===== config.mk =====
export PLATFORM = sky130hd
export DESIGN_NAME = fit_strategy_block_allocator_unit_flat
export DESIGN_NICKNAME = d
export VERILOG_FILES = /design/src/design/fsba_pkg.sv /design/src/design/fsba_if.sv /design/src/design/fsba_ram.sv /design/src/design/fit_strategy_block_allocator_unit.sv /design/src/flat_wrapper.sv
export SDC_FILE = /design/constraint.sdc
export NUM_CORES = 1
export LEC_CHECK = 0
export ABC_AREA = 1
export BUFFER_PORTS_ARGS = -buffer_cell sky130_fd_sc_hd__buf_2
export CAP_MARGIN = 20
export CORE_ASPECT_RATIO = 0.6
export CORE_MARGIN = 2
export CORE_UTILIZATION = 67
export CTS_CLUSTER_SIZE = 40
export DETAILED_ROUTE_END_ITERATION = 6
export PLACE_DENSITY_LB_ADDON = 0.1
export SLEW_MARGIN = 20
export SYNTH_ARGS = -nofsm -noshare
export SYNTH_HDL_FRONTEND = slang
export SYNTH_SLANG_ARGS = --single-unit

===== constraint.sdc =====
create_clock -name i_clk -period 8.75 [get_ports i_clk]
set_input_delay 1.75 -clock i_clk [delete_from_list [all_inputs] [get_ports i_clk]]
set_output_delay 1.75 -clock i_clk [all_outputs]
set_load 0.02 [all_outputs]

===== src/design/fsba_pkg.sv =====
package fsba_pkg;

    // Fixed field widths of the channels
    localparam int BLK_IDX_W  = 4;
    localparam int AMOUNT_W   = 16;
    localparam int CFG_IDX_W  = 4;
    localparam int CFG_DATA_W = 8;

    // Configuration register indexes
    localparam logic [CFG_IDX_W-1:0] REG_STRATEGY      = 4'd0;
    localparam logic [CFG_IDX_W-1:0] REG_BLOCKS_IN_USE = 4'd1;

    // Item modes
    localparam logic MODE_LOAD    = 1'b0;
    localparam logic MODE_REQUEST = 1'b1;

    typedef enum logic [1:0] {
        STRAT_FIRST = 2'd0,
        STRAT_NEXT  = 2'd1,
        STRAT_BEST  = 2'd2,
        STRAT_WORST = 2'd3
    } t_strategy;

    typedef enum logic [1:0] {
        ST_LOADED = 2'd0,
        ST_GRANT  = 2'd1,
        ST_NOMEM  = 2'd2
    } t_status;

    typedef struct packed {
        logic                 mode;
        logic [BLK_IDX_W-1:0] block_index;
        logic [AMOUNT_W-1:0]  amount;
    } t_req;

    typedef struct packed {
        t_status              status;
        logic [BLK_IDX_W-1:0] granted_block;
        logic [AMOUNT_W-1:0]  remaining_after;
    } t_rsp;

    typedef struct packed {
        logic [CFG_IDX_W-1:0]  reg_index;
        logic [CFG_DATA_W-1:0] wr_data;
    } t_cfg;

endpackage


===== src/design/fsba_if.sv =====
// Request channel: load or allocation items
interface fsba_req_if;
    import fsba_pkg::*;
    logic valid;
    logic ready;
    t_req data;
    modport source (output valid, output data, input ready);
    modport sink   (input valid, input data, output ready);
endinterface

// Response channel: one result per item
interface fsba_rsp_if;
    import fsba_pkg::*;
    logic valid;
    logic ready;
    t_rsp data;
    modport source (output valid, output data, input ready);
    modport sink   (input valid, input data, output ready);
endinterface

// Register write channel
interface fsba_cfg_if;
    import fsba_pkg::*;
    logic valid;
    logic ready;
    t_cfg data;
    modport source (output valid, output data, input ready);
    modport sink   (input valid, input data, output ready);
endinterface


===== src/design/fsba_ram.sv =====
module fsba_ram #(
    parameter int WIDTH = 16,
    parameter int DEPTH = 16
) (
    input  logic                     i_clk,
    input  logic                     i_we,
    input  logic [$clog2(DEPTH)-1:0] i_waddr,
    input  logic [WIDTH-1:0]         i_wdata,
    input  logic [$clog2(DEPTH)-1:0] i_raddr,
    output logic [WIDTH-1:0]         o_rdata
);

    logic [WIDTH-1:0] r_mem [DEPTH];
    logic [WIDTH-1:0] r_rdata;

    // One write port, one registered read port
    always_ff @(posedge i_clk) begin
        if (i_we) begin
            r_mem[i_waddr] <= i_wdata;
        end
        r_rdata <= r_mem[i_raddr];
    end

    assign o_rdata = r_rdata;

endmodule


===== src/design/fit_strategy_block_allocator_unit.sv =====
// Fit-strategy block allocator.
// i_req carries items: mode 0 loads a block size (clears the failure flag and
// rewinds the next-fit pointer), mode 1 requests an allocation. o_rsp returns
// exactly one beat per item: status, chosen block and its remaining size.
// i_cfg writes the strategy (index 0) and the number of searched blocks
// (index 1); it is always ready. It must be written only while the block is
// idle; the block itself does not enforce this. A load passes the done state
// and writes its result to the output register as it returns to idle, where
// the next item can be taken. A request scans the block sizes through the
// single read port of the size memory, one block per cycle, with one
// subtract/compare unit, and stops early when first or next fit hits; a
// request that fails at once goes straight to the done state like a load.
// i_req is ready only while idle.
// A finished result waits in the output register; the next item is accepted
// meanwhile and its result is held back until the receiver takes the beat.
// Reset clears the strategy to first fit, the block count to 16, the pointer
// and the failure flag; block sizes are undefined until loaded, and no
// clearing pass runs.
module fit_strategy_block_allocator_unit #(
    parameter int MAX_BLOCKS = 16,
    parameter int SIZE_BITS  = 16
) (
    input  logic         i_clk,
    input  logic         i_rst_n,
    fsba_req_if.sink     i_req,
    fsba_rsp_if.source   o_rsp,
    fsba_cfg_if.sink     i_cfg
);

    import fsba_pkg::*;

    localparam int IDX_W = $clog2(MAX_BLOCKS);
    localparam int CNT_W = $clog2(MAX_BLOCKS + 1);

    typedef enum logic [1:0] {
        S_IDLE,
        S_SCAN,
        S_DONE
    } t_state;

    t_state                r_state;
    t_strategy             r_strategy;
    logic [4:0]            r_blocks;
    logic [IDX_W-1:0]      r_rover;
    logic                  r_run_failed;
    logic                  r_out_valid;
    t_rsp                  r_out;

    // Per-item working registers
    logic                  r_is_load;
    logic                  r_wr;
    logic [SIZE_BITS-1:0]  r_req;
    logic [CNT_W-1:0]      r_n;
    logic [CNT_W-1:0]      r_issued;
    logic [IDX_W-1:0]      r_addr;
    logic                  r_pend;
    logic [IDX_W-1:0]      r_pend_addr;
    logic                  r_found;
    logic [IDX_W-1:0]      r_pick;
    logic [SIZE_BITS-1:0]  r_left;

    logic                  n_found;
    logic [IDX_W-1:0]      n_pick;
    logic [SIZE_BITS-1:0]  n_left;

    logic                  req_fire;
    logic                  cfg_fire;
    logic                  done_fire;
    logic                  sticky;
    logic [8:0]            blocks_wide;
    logic [CNT_W-1:0]      active_n;
    logic [IDX_W-1:0]      start_pos;
    logic [47:0]           amt_wide;
    logic [SIZE_BITS-1:0]  amt;
    logic [11:0]           idx_wide;
    logic                  idx_ok;
    logic [IDX_W-1:0]      rd_addr;
    logic [SIZE_BITS-1:0]  rd_data;
    logic [SIZE_BITS:0]    diff_full;
    logic [SIZE_BITS-1:0]  diff;
    logic                  fits;
    logic                  better;
    logic                  take;
    logic                  more;
    logic [11:0]           pick_wide;
    logic [47:0]           left_wide;
    logic [IDX_W-1:0]      pick_next;

    // Cyclic successor of a block position within the searched range
    function automatic logic [IDX_W-1:0] next_pos(input logic [IDX_W-1:0] pos,
                                                   input logic [CNT_W-1:0] cnt);
        logic [CNT_W-1:0] p1;
        p1 = CNT_W'(pos) + CNT_W'(1);
        return (p1 == cnt) ? '0 : p1[IDX_W-1:0];
    endfunction

    assign req_fire  = i_req.valid && i_req.ready;
    assign cfg_fire  = i_cfg.valid && i_cfg.ready;
    assign done_fire = (r_state == S_DONE) && (!r_out_valid || o_rsp.ready);
    assign sticky    = (r_strategy == STRAT_FIRST) || (r_strategy == STRAT_NEXT);

    assign i_req.ready = (r_state == S_IDLE);
    assign i_cfg.ready = 1'b1;
    assign o_rsp.valid = r_out_valid;
    assign o_rsp.data  = r_out;

    // Searched block count, clipped to the memory depth
    assign blocks_wide = {4'd0, r_blocks};
    assign active_n    = (blocks_wide > 9'(MAX_BLOCKS)) ? CNT_W'(MAX_BLOCKS)
                                                        : CNT_W'(blocks_wide);
    assign start_pos   = ((r_strategy == STRAT_NEXT) && (CNT_W'(r_rover) < active_n))
                         ? r_rover : '0;

    // Input field conversion to the internal widths
    assign amt_wide = {32'd0, i_req.data.amount};
    assign amt      = amt_wide[SIZE_BITS-1:0];
    assign idx_wide = {8'd0, i_req.data.block_index};
    assign idx_ok   = ({5'd0, i_req.data.block_index} < 9'(MAX_BLOCKS));

    // First read is issued while accepting; then the scan pointer drives it
    assign rd_addr = (r_state == S_IDLE) ? start_pos : r_addr;

    fsba_ram #(
        .WIDTH (SIZE_BITS),
        .DEPTH (MAX_BLOCKS)
    ) u_sizes (
        .i_clk   (i_clk),
        .i_we    (done_fire && r_wr),
        .i_waddr (r_pick),
        .i_wdata (r_left),
        .i_raddr (rd_addr),
        .o_rdata (rd_data)
    );

    // Shared subtract/compare unit: leftover and fit test of the block read back
    assign diff_full = {1'b0, rd_data} - {1'b0, r_req};
    assign diff      = diff_full[SIZE_BITS-1:0];
    assign fits      = !diff_full[SIZE_BITS];

    always_comb begin
        case (r_strategy)
            STRAT_BEST:  better = !r_found || (diff < r_left);
            STRAT_WORST: better = !r_found || (diff > r_left);
            default:     better = 1'b1;
        endcase
    end

    assign take    = r_pend && fits && better;
    assign n_found = r_found || take;
    assign n_pick  = take ? r_pend_addr : r_pick;
    assign n_left  = take ? diff : r_left;
    assign more    = (r_issued != r_n);

    // Result field conversion and next-fit pointer after a grant
    assign pick_wide = 12'(r_pick);
    assign left_wide = 48'(r_left);
    assign pick_next = next_pos(r_pick, r_n);

    // Sequencer, state and registered outputs
    always_ff @(posedge i_clk) begin
        if (!i_rst_n) begin
            r_state      <= S_IDLE;
            r_strategy   <= STRAT_FIRST;
            r_blocks     <= 5'd16;
            r_rover      <= '0;
            r_run_failed <= 1'b0;
            r_out_valid  <= 1'b0;
            r_pend       <= 1'b0;
        end else begin
            // register writes
            if (cfg_fire) begin
                case (i_cfg.data.reg_index)
                    REG_STRATEGY:      r_strategy <= t_strategy'(i_cfg.data.wr_data[1:0]);
                    REG_BLOCKS_IN_USE: r_blocks   <= i_cfg.data.wr_data[4:0];
                    default:           ;
                endcase
            end

            // output register: filled on finish, freed when the beat is taken
            if (done_fire) begin
                r_out_valid <= 1'b1;
            end else if (o_rsp.valid && o_rsp.ready) begin
                r_out_valid <= 1'b0;
            end

            case (r_state)
                S_IDLE: begin
                    if (req_fire) begin
                        r_is_load <= (i_req.data.mode == MODE_LOAD);
                        r_found   <= 1'b0;
                        if (i_req.data.mode == MODE_LOAD) begin
                            r_wr         <= idx_ok;
                            r_pick       <= idx_wide[IDX_W-1:0];
                            r_left       <= idx_ok ? amt : '0;
                            r_run_failed <= 1'b0;
                            r_rover      <= '0;
                            r_state      <= S_DONE;
                        end else begin
                            r_req <= amt;
                            r_n   <= active_n;
                            if ((sticky && r_run_failed) || (active_n == '0)) begin
                                r_wr    <= 1'b0;
                                r_state <= S_DONE;
                            end else begin
                                r_pend      <= 1'b1;
                                r_pend_addr <= start_pos;
                                r_addr      <= next_pos(start_pos, active_n);
                                r_issued    <= CNT_W'(1);
                                r_state     <= S_SCAN;
                            end
                        end
                    end
                end

                S_SCAN: begin
                    r_found <= n_found;
                    r_pick  <= n_pick;
                    r_left  <= n_left;
                    if ((take && sticky) || !more) begin
                        r_wr    <= n_found;
                        r_pend  <= 1'b0;
                        r_state <= S_DONE;
                    end else begin
                        r_pend      <= 1'b1;
                        r_pend_addr <= r_addr;
                        r_addr      <= next_pos(r_addr, r_n);
                        r_issued    <= r_issued + CNT_W'(1);
                    end
                end

                S_DONE: begin
                    if (done_fire) begin
                        if (r_is_load) begin
                            r_out.status          <= ST_LOADED;
                            r_out.granted_block   <= '0;
                            r_out.remaining_after <= left_wide[AMOUNT_W-1:0];
                        end else if (r_found) begin
                            r_out.status          <= ST_GRANT;
                            r_out.granted_block   <= pick_wide[BLK_IDX_W-1:0];
                            r_out.remaining_after <= left_wide[AMOUNT_W-1:0];
                            if (r_strategy == STRAT_NEXT) begin
                                r_rover <= pick_next;
                            end
                        end else begin
                            r_out.status          <= ST_NOMEM;
                            r_out.granted_block   <= '0;
                            r_out.remaining_after <= '0;
                            if (sticky) begin
                                r_run_failed <= 1'b1;
                            end
                        end
                        r_state <= S_IDLE;
                    end
                end

                default: r_state <= S_IDLE;
            endcase
        end
    end

endmodule


===== src/flat_wrapper.sv =====
// flat-port wrapper written by rule: the top's interface ports become plain ports
module fit_strategy_block_allocator_unit_flat import fsba_pkg::*;
#(
    parameter int MAX_BLOCKS = 16,
    parameter int SIZE_BITS  = 16
)
  (i_clk, i_rst_n, i_req_valid, i_req_data, i_req_ready, o_rsp_valid, o_rsp_data, o_rsp_ready, i_cfg_valid, i_cfg_data, i_cfg_ready);
  fsba_req_if i_req_i ();
  fsba_rsp_if o_rsp_i ();
  fsba_cfg_if i_cfg_i ();
  input  logic i_clk;
  input  logic i_rst_n;
  input wire logic [$bits(i_req_i.valid)-1:0] i_req_valid;
  input wire logic [$bits(i_req_i.data)-1:0] i_req_data;
  output wire logic [$bits(i_req_i.ready)-1:0] i_req_ready;
  output wire logic [$bits(o_rsp_i.valid)-1:0] o_rsp_valid;
  output wire logic [$bits(o_rsp_i.data)-1:0] o_rsp_data;
  input wire logic [$bits(o_rsp_i.ready)-1:0] o_rsp_ready;
  input wire logic [$bits(i_cfg_i.valid)-1:0] i_cfg_valid;
  input wire logic [$bits(i_cfg_i.data)-1:0] i_cfg_data;
  output wire logic [$bits(i_cfg_i.ready)-1:0] i_cfg_ready;
  assign i_req_i.valid = i_req_valid;
  assign i_req_i.data = i_req_data;
  assign i_req_ready = i_req_i.ready;
  assign o_rsp_valid = o_rsp_i.valid;
  assign o_rsp_data = o_rsp_i.data;
  assign o_rsp_i.ready = o_rsp_ready;
  assign i_cfg_i.valid = i_cfg_valid;
  assign i_cfg_i.data = i_cfg_data;
  assign i_cfg_ready = i_cfg_i.ready;
  fit_strategy_block_allocator_unit #(.MAX_BLOCKS(MAX_BLOCKS), .SIZE_BITS(SIZE_BITS)) u_core (.i_clk(i_clk), .i_rst_n(i_rst_n), .i_req(i_req_i), .o_rsp(o_rsp_i), .i_cfg(i_cfg_i));
endmodule

# Word level (Yosys, flattened, before mapping)

Memory sizes are Yosys's and may differ from the RTL's. A register that Yosys moved wholly into a read port is not among the register bits.
Index checks and enable logic that the tools add are counted.

RAM bits: 256
Logic and storage cells: 165
Register bits after elaboration: 95
Input bits: 38
Memories kept: 1
Output and inout port bits: 25

Memory list:

| memory               | words | width | rd ports | clocked after Yosys merged registers in | write ports | line           | RTL |
|---|---|---|---|---|---|---|---|
| u_core.u_sizes.r_mem | 16    | 16    | 1        | 1                                       | 1           | fsba_ram.sv:13 | `logic [WIDTH-1:0] r_mem [DEPTH];` |

Bitwise logic cells: 2
$add $sub $neg: 5
$lt $le $gt $ge: 4
Reduce and logical (&&, ||, !) cells: 41
Eq/ne operators: 24
Multiplexer cells: 68

Operators with widths:

| kind                                                  | number |
|---|---|
| two-way mux 4 bit                                     | 22 |
| two-way mux 16 bit                                    | 4 |
| one-hot mux 16 bit (2 select lines)                   | 1 |
| one-hot mux 4 bit (2 select lines)                    | 4 |
| two-way mux 5 bit                                     | 5 |
| two-way mux 22 bit                                    | 1 |
| two-way mux 1 bit                                     | 19 |
| subtractor 16 x 16 -> 17 bit                          | 1 |
| > comparator 16 bit                                   | 1 |
| less-than comparator 16 bit                           | 1 |
| inequality test 2 bit, second input constant          | 8 |
| adder 4 x 1 -> 5 bit, second input constant           | 3 |
| == test 5 bit                                         | 3 |
| AND reduction 7 bit                                   | 2 |
| AND reduction 3 bit                                   | 4 |
| two-way mux 2 bit                                     | 5 |
| inequality test 2 x 1 -> 1 bit, second input constant | 5 |
| one-hot mux 1 bit (2 select lines)                    | 5 |
| one-hot mux 5 bit (2 select lines)                    | 1 |
| AND reduction 5 bit                                   | 2 |
| logical AND 1 bit                                     | 9 |
| AND reduction 4 bit                                   | 2 |
| logical OR 1 bit                                      | 7 |
| == test 2 bit, second input constant                  | 3 |
| 17 further kinds                                      | 26 |

# Longest topological paths before layout

Word-level depth: 12
Depth in mapped cells: 26
Depth with buffers taken out: 26

# By module

Synthesis repeated with hierarchy kept, for this count alone.

Cell total of the unflattened synthesis: 1,734
Area, all modules: 17,000.1 µm²

By module, submodules not included:

| module                            | instances | sequential area each (µm²) | area each (µm²) | cells an instance |
|---|---|---|---|---|
| fsba_ram                          | 1         | 8,007.7                    | 11,388.4        | 1,074 |
| fit_strategy_block_allocator_unit | 1         | 2,692.6                    | 5,611.6         | 660 |

# Worst setup path after synthesis

OpenSTA, ideal clock, no wires.

Path type: reg-to-reg
Start: reg u_core.u_sizes.r_rdata[0], in the netlist u_core.u_sizes.o_rdata[0], read port of u_core.u_sizes.r_mem
End: reg u_core.r_left[0] (enable)
Setup slack: 4,523 ps
Arrival: 3,824 ps
Path buffers: 0
Library setup time: 404 ps
Required time: 8,346 ps
Stages on the path, launching flop included: 24
Path through: dfxtp_1 -> inv_1 -> ha_1 -> inv_1 -> fa_1 -> nand3_1 -> nand2_1 -> nand2_1 -> nand2_1 -> a21oi_1 -> or2_2 -> nand3_1 -> and2_1 -> ha_1 -> nand2_1 -> nor2_1 -> nand3_1 -> nor2_1 -> nand2_1 -> nand3_1 -> nand2_1 -> nand3b_1 -> nand2_1 -> a21oi_1

Longest elaborated chain between the ends: 7

RTL lines:

| what                                                               | line                                                                               | RTL |
|---|---|---|
| start, declared                                                    | fsba_ram.sv:14                                                                     | `logic [WIDTH-1:0] r_rdata;` |
| subtractor 16 x 16 -> 17 bit (*)                                   | fit_strategy_block_allocator_unit.sv:136                                           | `assign diff_full = {1'b0, rd_data} - {1'b0, r_req};` |
| > comparator 16 bit or less-than comparator 16 bit (tied branches) | fit_strategy_block_allocator_unit.sv:143, fit_strategy_block_allocator_unit.sv:142 |  |
| logical OR 1 bit (on tied branches)                                | fit_strategy_block_allocator_unit.sv:143, fit_strategy_block_allocator_unit.sv:142 |  |
| one-hot mux 1 bit (2 select lines)                                 | fit_strategy_block_allocator_unit.sv:141                                           | `case (r_strategy)` |
| logical AND 1 bit (*)                                              | fit_strategy_block_allocator_unit.sv:148                                           | `assign take = r_pend && fits && better;` |
| inequality test 2 x 1 -> 1 bit (no source line) (*)                | -                                                                                  |  |
| AND reduction 5 bit (no source line) (*)                           | -                                                                                  |  |
| end signal, assigned                                               | fit_strategy_block_allocator_unit.sv:194                                           | `r_left <= idx_ok ? amt : '0;` |
| end signal, assigned                                               | fit_strategy_block_allocator_unit.sv:218                                           | `r_left <= n_left;` |
| end, declared                                                      | fit_strategy_block_allocator_unit.sv:60                                            | `logic [SIZE_BITS-1:0] r_left;` |

Every way passes the cells marked *; elsewhere a longest branch is shown, timed or not.
A chain may end at the register's enable or synchronous reset.

# Worst setup path after layout

Start: reg u_core.r_blocks[0]
End: reg u_core.u_sizes.r_rdata[2], in the netlist u_core.u_sizes.o_rdata[2], read port of u_core.u_sizes.r_mem

Longest elaborated chain between the ends: 6

RTL lines:

| what                                | line                                     | RTL |
|---|---|---|
| start, declared                     | fit_strategy_block_allocator_unit.sv:43  | `logic [4:0] r_blocks;` |
| start signal, assigned              | fit_strategy_block_allocator_unit.sv:174 | `REG_BLOCKS_IN_USE: r_blocks <= i_cfg.data.wr_data[4:0];` |
| > comparator 5 bit                  | fit_strategy_block_allocator_unit.sv:109 | `assign active_n = (blocks_wide > 9'(MAX_BLOCKS)) ? CNT_W'(MAX_BLOCKS)` |
| two-way mux 5 bit                   | fit_strategy_block_allocator_unit.sv:109 |  |
| net u_core.active_n[3]              | fit_strategy_block_allocator_unit.sv:71  | `logic [CNT_W-1:0] active_n;` |
| less-than comparator 4 x 5 -> 1 bit | fit_strategy_block_allocator_unit.sv:111 | `assign start_pos = ((r_strategy == STRAT_NEXT) && (CNT_W'(r_rover) < active_n))` |
| logical AND 1 bit                   | fit_strategy_block_allocator_unit.sv:111 |  |
| two-way mux 4 bit                   | fit_strategy_block_allocator_unit.sv:112 | `? r_rover : '0;` |
| two-way mux 4 bit                   | fit_strategy_block_allocator_unit.sv:121 | `assign rd_addr = (r_state == S_IDLE) ? start_pos : r_addr;` |

The timed path passes the listed nets, and every way through them passes these cells.

==> flow_summary.ini <==
[run_status]
status = finished, final reports clean

[critical_path]
max_stage_delay_ns = 0.74
worstPathArrival_ns = 4.59
r2r_start = u_core.r_blocks[0]
worstPathCellList = nor2_1, nand3_1, nand2_1, inv_1, nor2_1, inv_1, ha_1, inv_1, nor2_1, nand2_1, nand2_1, inv_2, nand4_4, nand2_4, buf_4, nand2_1, nand3_1, nand3_1, nand3_1, nand2_1
crit_required_ns = 9.12
startpoint = u_core.r_blocks[0]
cp-end-kind = flip-flop
cp_common_cell = nand2_1
crit_fanout = 78
critPathKind = flip-flop to flip-flop
start_kind = flip-flop
slowest_stage = buf_4

[power]
clkPwrFrac_pct = 34.0
powerDensity_nw_per_um2 = 226
power_frac_seq_pct = 47.1
p_int_uw = 3090
switching_share_pct = 28.6
combPwrFrac_pct = 18.8
p_leak_uw = 0.00816
switchingPower_uw = 1240
peakVddDrop_uv = 147

[cells_and_area]
fillers = 1699
syn_to_final_growth_pct = 9.55
drive_above_1_share_pct = 9.54
num-nets-final = 1880
final_area_um2 = 19100

[drt]
drc = 0
wl_um = 42900
avgViaCountPerCell = 5.79
first_pass_iters = 5
wire_per_inst_um = 19.7
ant_nets = 0
vias = 12593
drt-initial-drc-count = 1595

[global_routing]
antenna_found_initial = 1
grt_first_pass_wirelength_um = 65100
first_global_vias = 11623
grt_overflow = 0
grt_max_degree = 86
grtUsageTotal_pct = 31.9

[min_path]
worstHoldPathType = flip-flop to flip-flop
worst_hold_startpoint = u_core.r_pend

[clock_tree]
cts_buffer_depth = 3
cts-buffers-inserted = 34
cts_hold_buffers = 0
cts.reportedPaths.clkPinSlew_ns = 0.06
root_buffer = clkbuf_16
cts_setup_buffers = 0
htree_num_levels = 2
cts_tree = yes
clk_latency_ns = 0.54
cts_sinks = 367
cts_resized = 0

[timing]
hold_slack_ns = 0.484
finalSetupTns_ns = 0
slew-limit-headroom_pct = 31.8
finalClockSkew_ns = 0.0209
worstMarginPinSlew_ns = 1.02
drv_slew = 0
setup_viol = 0
rsz0062_at_grt = false
fin_crit_sh_pct = 48.3
period_needed_ns = 4.22
hold_viol = 0
fmax_mhz = 237

[die]
dieArea_um2 = 27400
ios = 63
die_h_um = 129
num_rows = 45
core_um2 = 25400
initial_core_util_pct = 68.6
chipWidth_um = 212

[place]
placement.cell_area_um2 = 18000
place.gp.congestion = 0.913
hpwl_um = 26300
io_buffer_count = 58

[synthesis]
post_synth.cell_area_avg_um2 = 9.99
syn_inst = 1748
syn_nets = 1829
netlist_area_um2 = 17500
seq_area_frac_synth_pct = 61.3
yosys_warnings = 0
synth_cell_types = 43
ys_ff_latch = 367

[job]
max-cap-violations = 0
-- sequential cells by signal, indices dropped and copies added (netlist names), 2 cells and up --
signal                  count
u_core.r_issued             5
u_core.r_state              2
u_core.r_rover              4
u_core.r_pend_addr          4
u_core.r_addr               4
u_core.o_rsp.data          22
u_core.r_strategy           2
u_core.r_left              16
u_core.r_n                  5
u_core.u_sizes.o_rdata     16
u_core.r_blocks             5
u_core.u_sizes.r_mem      256
u_core.r_req               16
u_core.r_pick               4
-- synthesized netlist by cell type, drive strengths merged --
library cell | count | area share (%)
a211oi | 1 | 0.043
a21boi | 2 | 0.086
a21o | 1 | 0.043
a21oi | 45 | 1.3
a22oi | 1 | 0.043
a31oi | 2 | 0.072
a41oi | 1 | 0.050
and2 | 3 | 0.11
buf | 55 | 2.2
clkbuf | 16 | 0.34
conb | 1 | 0.021
dfxtp | 32 | 3.7
edfxtp | 335 | 58
fa | 1 | 0.11
ha | 42 | 3.0
inv | 323 | 7.0
nand2 | 327 | 7.1
nand3 | 336 | 9.7
nand3b | 52 | 2.2
nand4 | 11 | 0.43
nor2 | 86 | 2.0
nor3 | 8 | 0.23
nor4 | 2 | 0.072
o21ai | 33 | 1.0
o21bai | 1 | 0.043
o22ai | 1 | 0.036
o31ai | 1 | 0.043
or2 | 3 | 0.11
xnor2 | 10 | 0.50
xor2 | 16 | 0.80
-- final timing paths --
check / to / slack (ns) / cells past startpoint
setup / recovery: u_core.u_sizes.o_rdata[2] / 4.53 / 20
hold / removal: u_core.r_pend / 0.48 / 2
setup reg to reg: u_core.u_sizes.o_rdata[2] / 4.53 / 20
hold reg to reg: u_core.r_pend / 0.48 / 2
-- layout by cell type (no fill, tap or decap), drive strengths merged --
master and instances:
ha 42, dfxtp 32, o21ai 33, a21o 1, xnor2 10, edfxtp 335
or2 3, a41oi 1, nand2 327, o22ai 1, bufinv 1, nand3 336
nor3 8, nor2 86, conb 1, inv 324, a31oi 2, clkbuf 48
a21boi 2, buf 86, a21oi 45, diode 1, o31ai 1, fa 1
and2 3, nand4 11, nand3b 52, a22oi 1, xor2 16, clkinv 10
nor4 2, a211oi 1, o21bai 1
-- metrics by stage --
step                setup WS, ns  total power (uW)  utilization (%)  instances
detailed placement          4.61              2870             70.8       2115
global route                4.14              4500             75.2       2175
floorplan                   4.52              2650                -       1748
global placement            4.65              2850             70.8       2115
CTS                         4.58              4320             75.2       2175
finish                      4.53              4330             75.2       2176
-- layer usage --
metal  part of all wire [%]  vias to the layer above  wire (um)  global-route usage [%]
met5                      0                        -          0                       0
met4                    2.4                        0       1050                    10.4
met3                     11                       87       4530                    5.67
met2                     43                      683      18600                    47.3
met1                     44                     5924      18800                    48.6
li1                       -                     5899          -                       -
-- power by group through the flow --
stage	Clock [uW]	Sequential (uW)	Combinational [uW]
4_1_cts	1480	2040	800
3_3_place_gp	0	2080	770
3_5_place_dp	0	2080	792
6_report	1470	2040	814
5_1_grt	1550	2050	905
2_1_floorplan	0	2060	597
-- critical path: cells and delay by family, from the launching register on --
kind                     cells  cell delay (ns)
adder cells (fa/ha/maj)      1             0.35
flip-flops                   1             0.33
AND/OR/NAND/NOR             14             2.28
buffers and inverters        5             1.05
-- final cells by class --
type | instances | area [um2] | area share (%)
Clock buffer | 48 | 1020 | 5.34
Sequential cell | 367 | 10700 | 55.9
Antenna cell | 1 | 2.50 | 0.0131
Clock inverter | 12 | 83.8 | 0.438
Tap cell | 352 | 440 | 2.30
Inverter | 323 | 1210 | 6.35
Multi-Input combinational cell | 987 | 5170 | 27.0
Timing Repair Buffer | 86 | 500 | 2.62
-- cell families after synthesis --
group                    count (synthesis)  share of synthesized area, %
AO/OA/AOI/OAI                           89                          2.78
buffers and inverters                  394                          9.54
flip-flops                             367                          61.3
AND/OR/NAND/NOR                        828                          22.0
other                                    1                        0.0215
adder cells (fa/ha/maj)                 43                          3.12
XOR/XNOR                                26                          1.30
No activity file was read; power rests on OpenSTA's default activity.
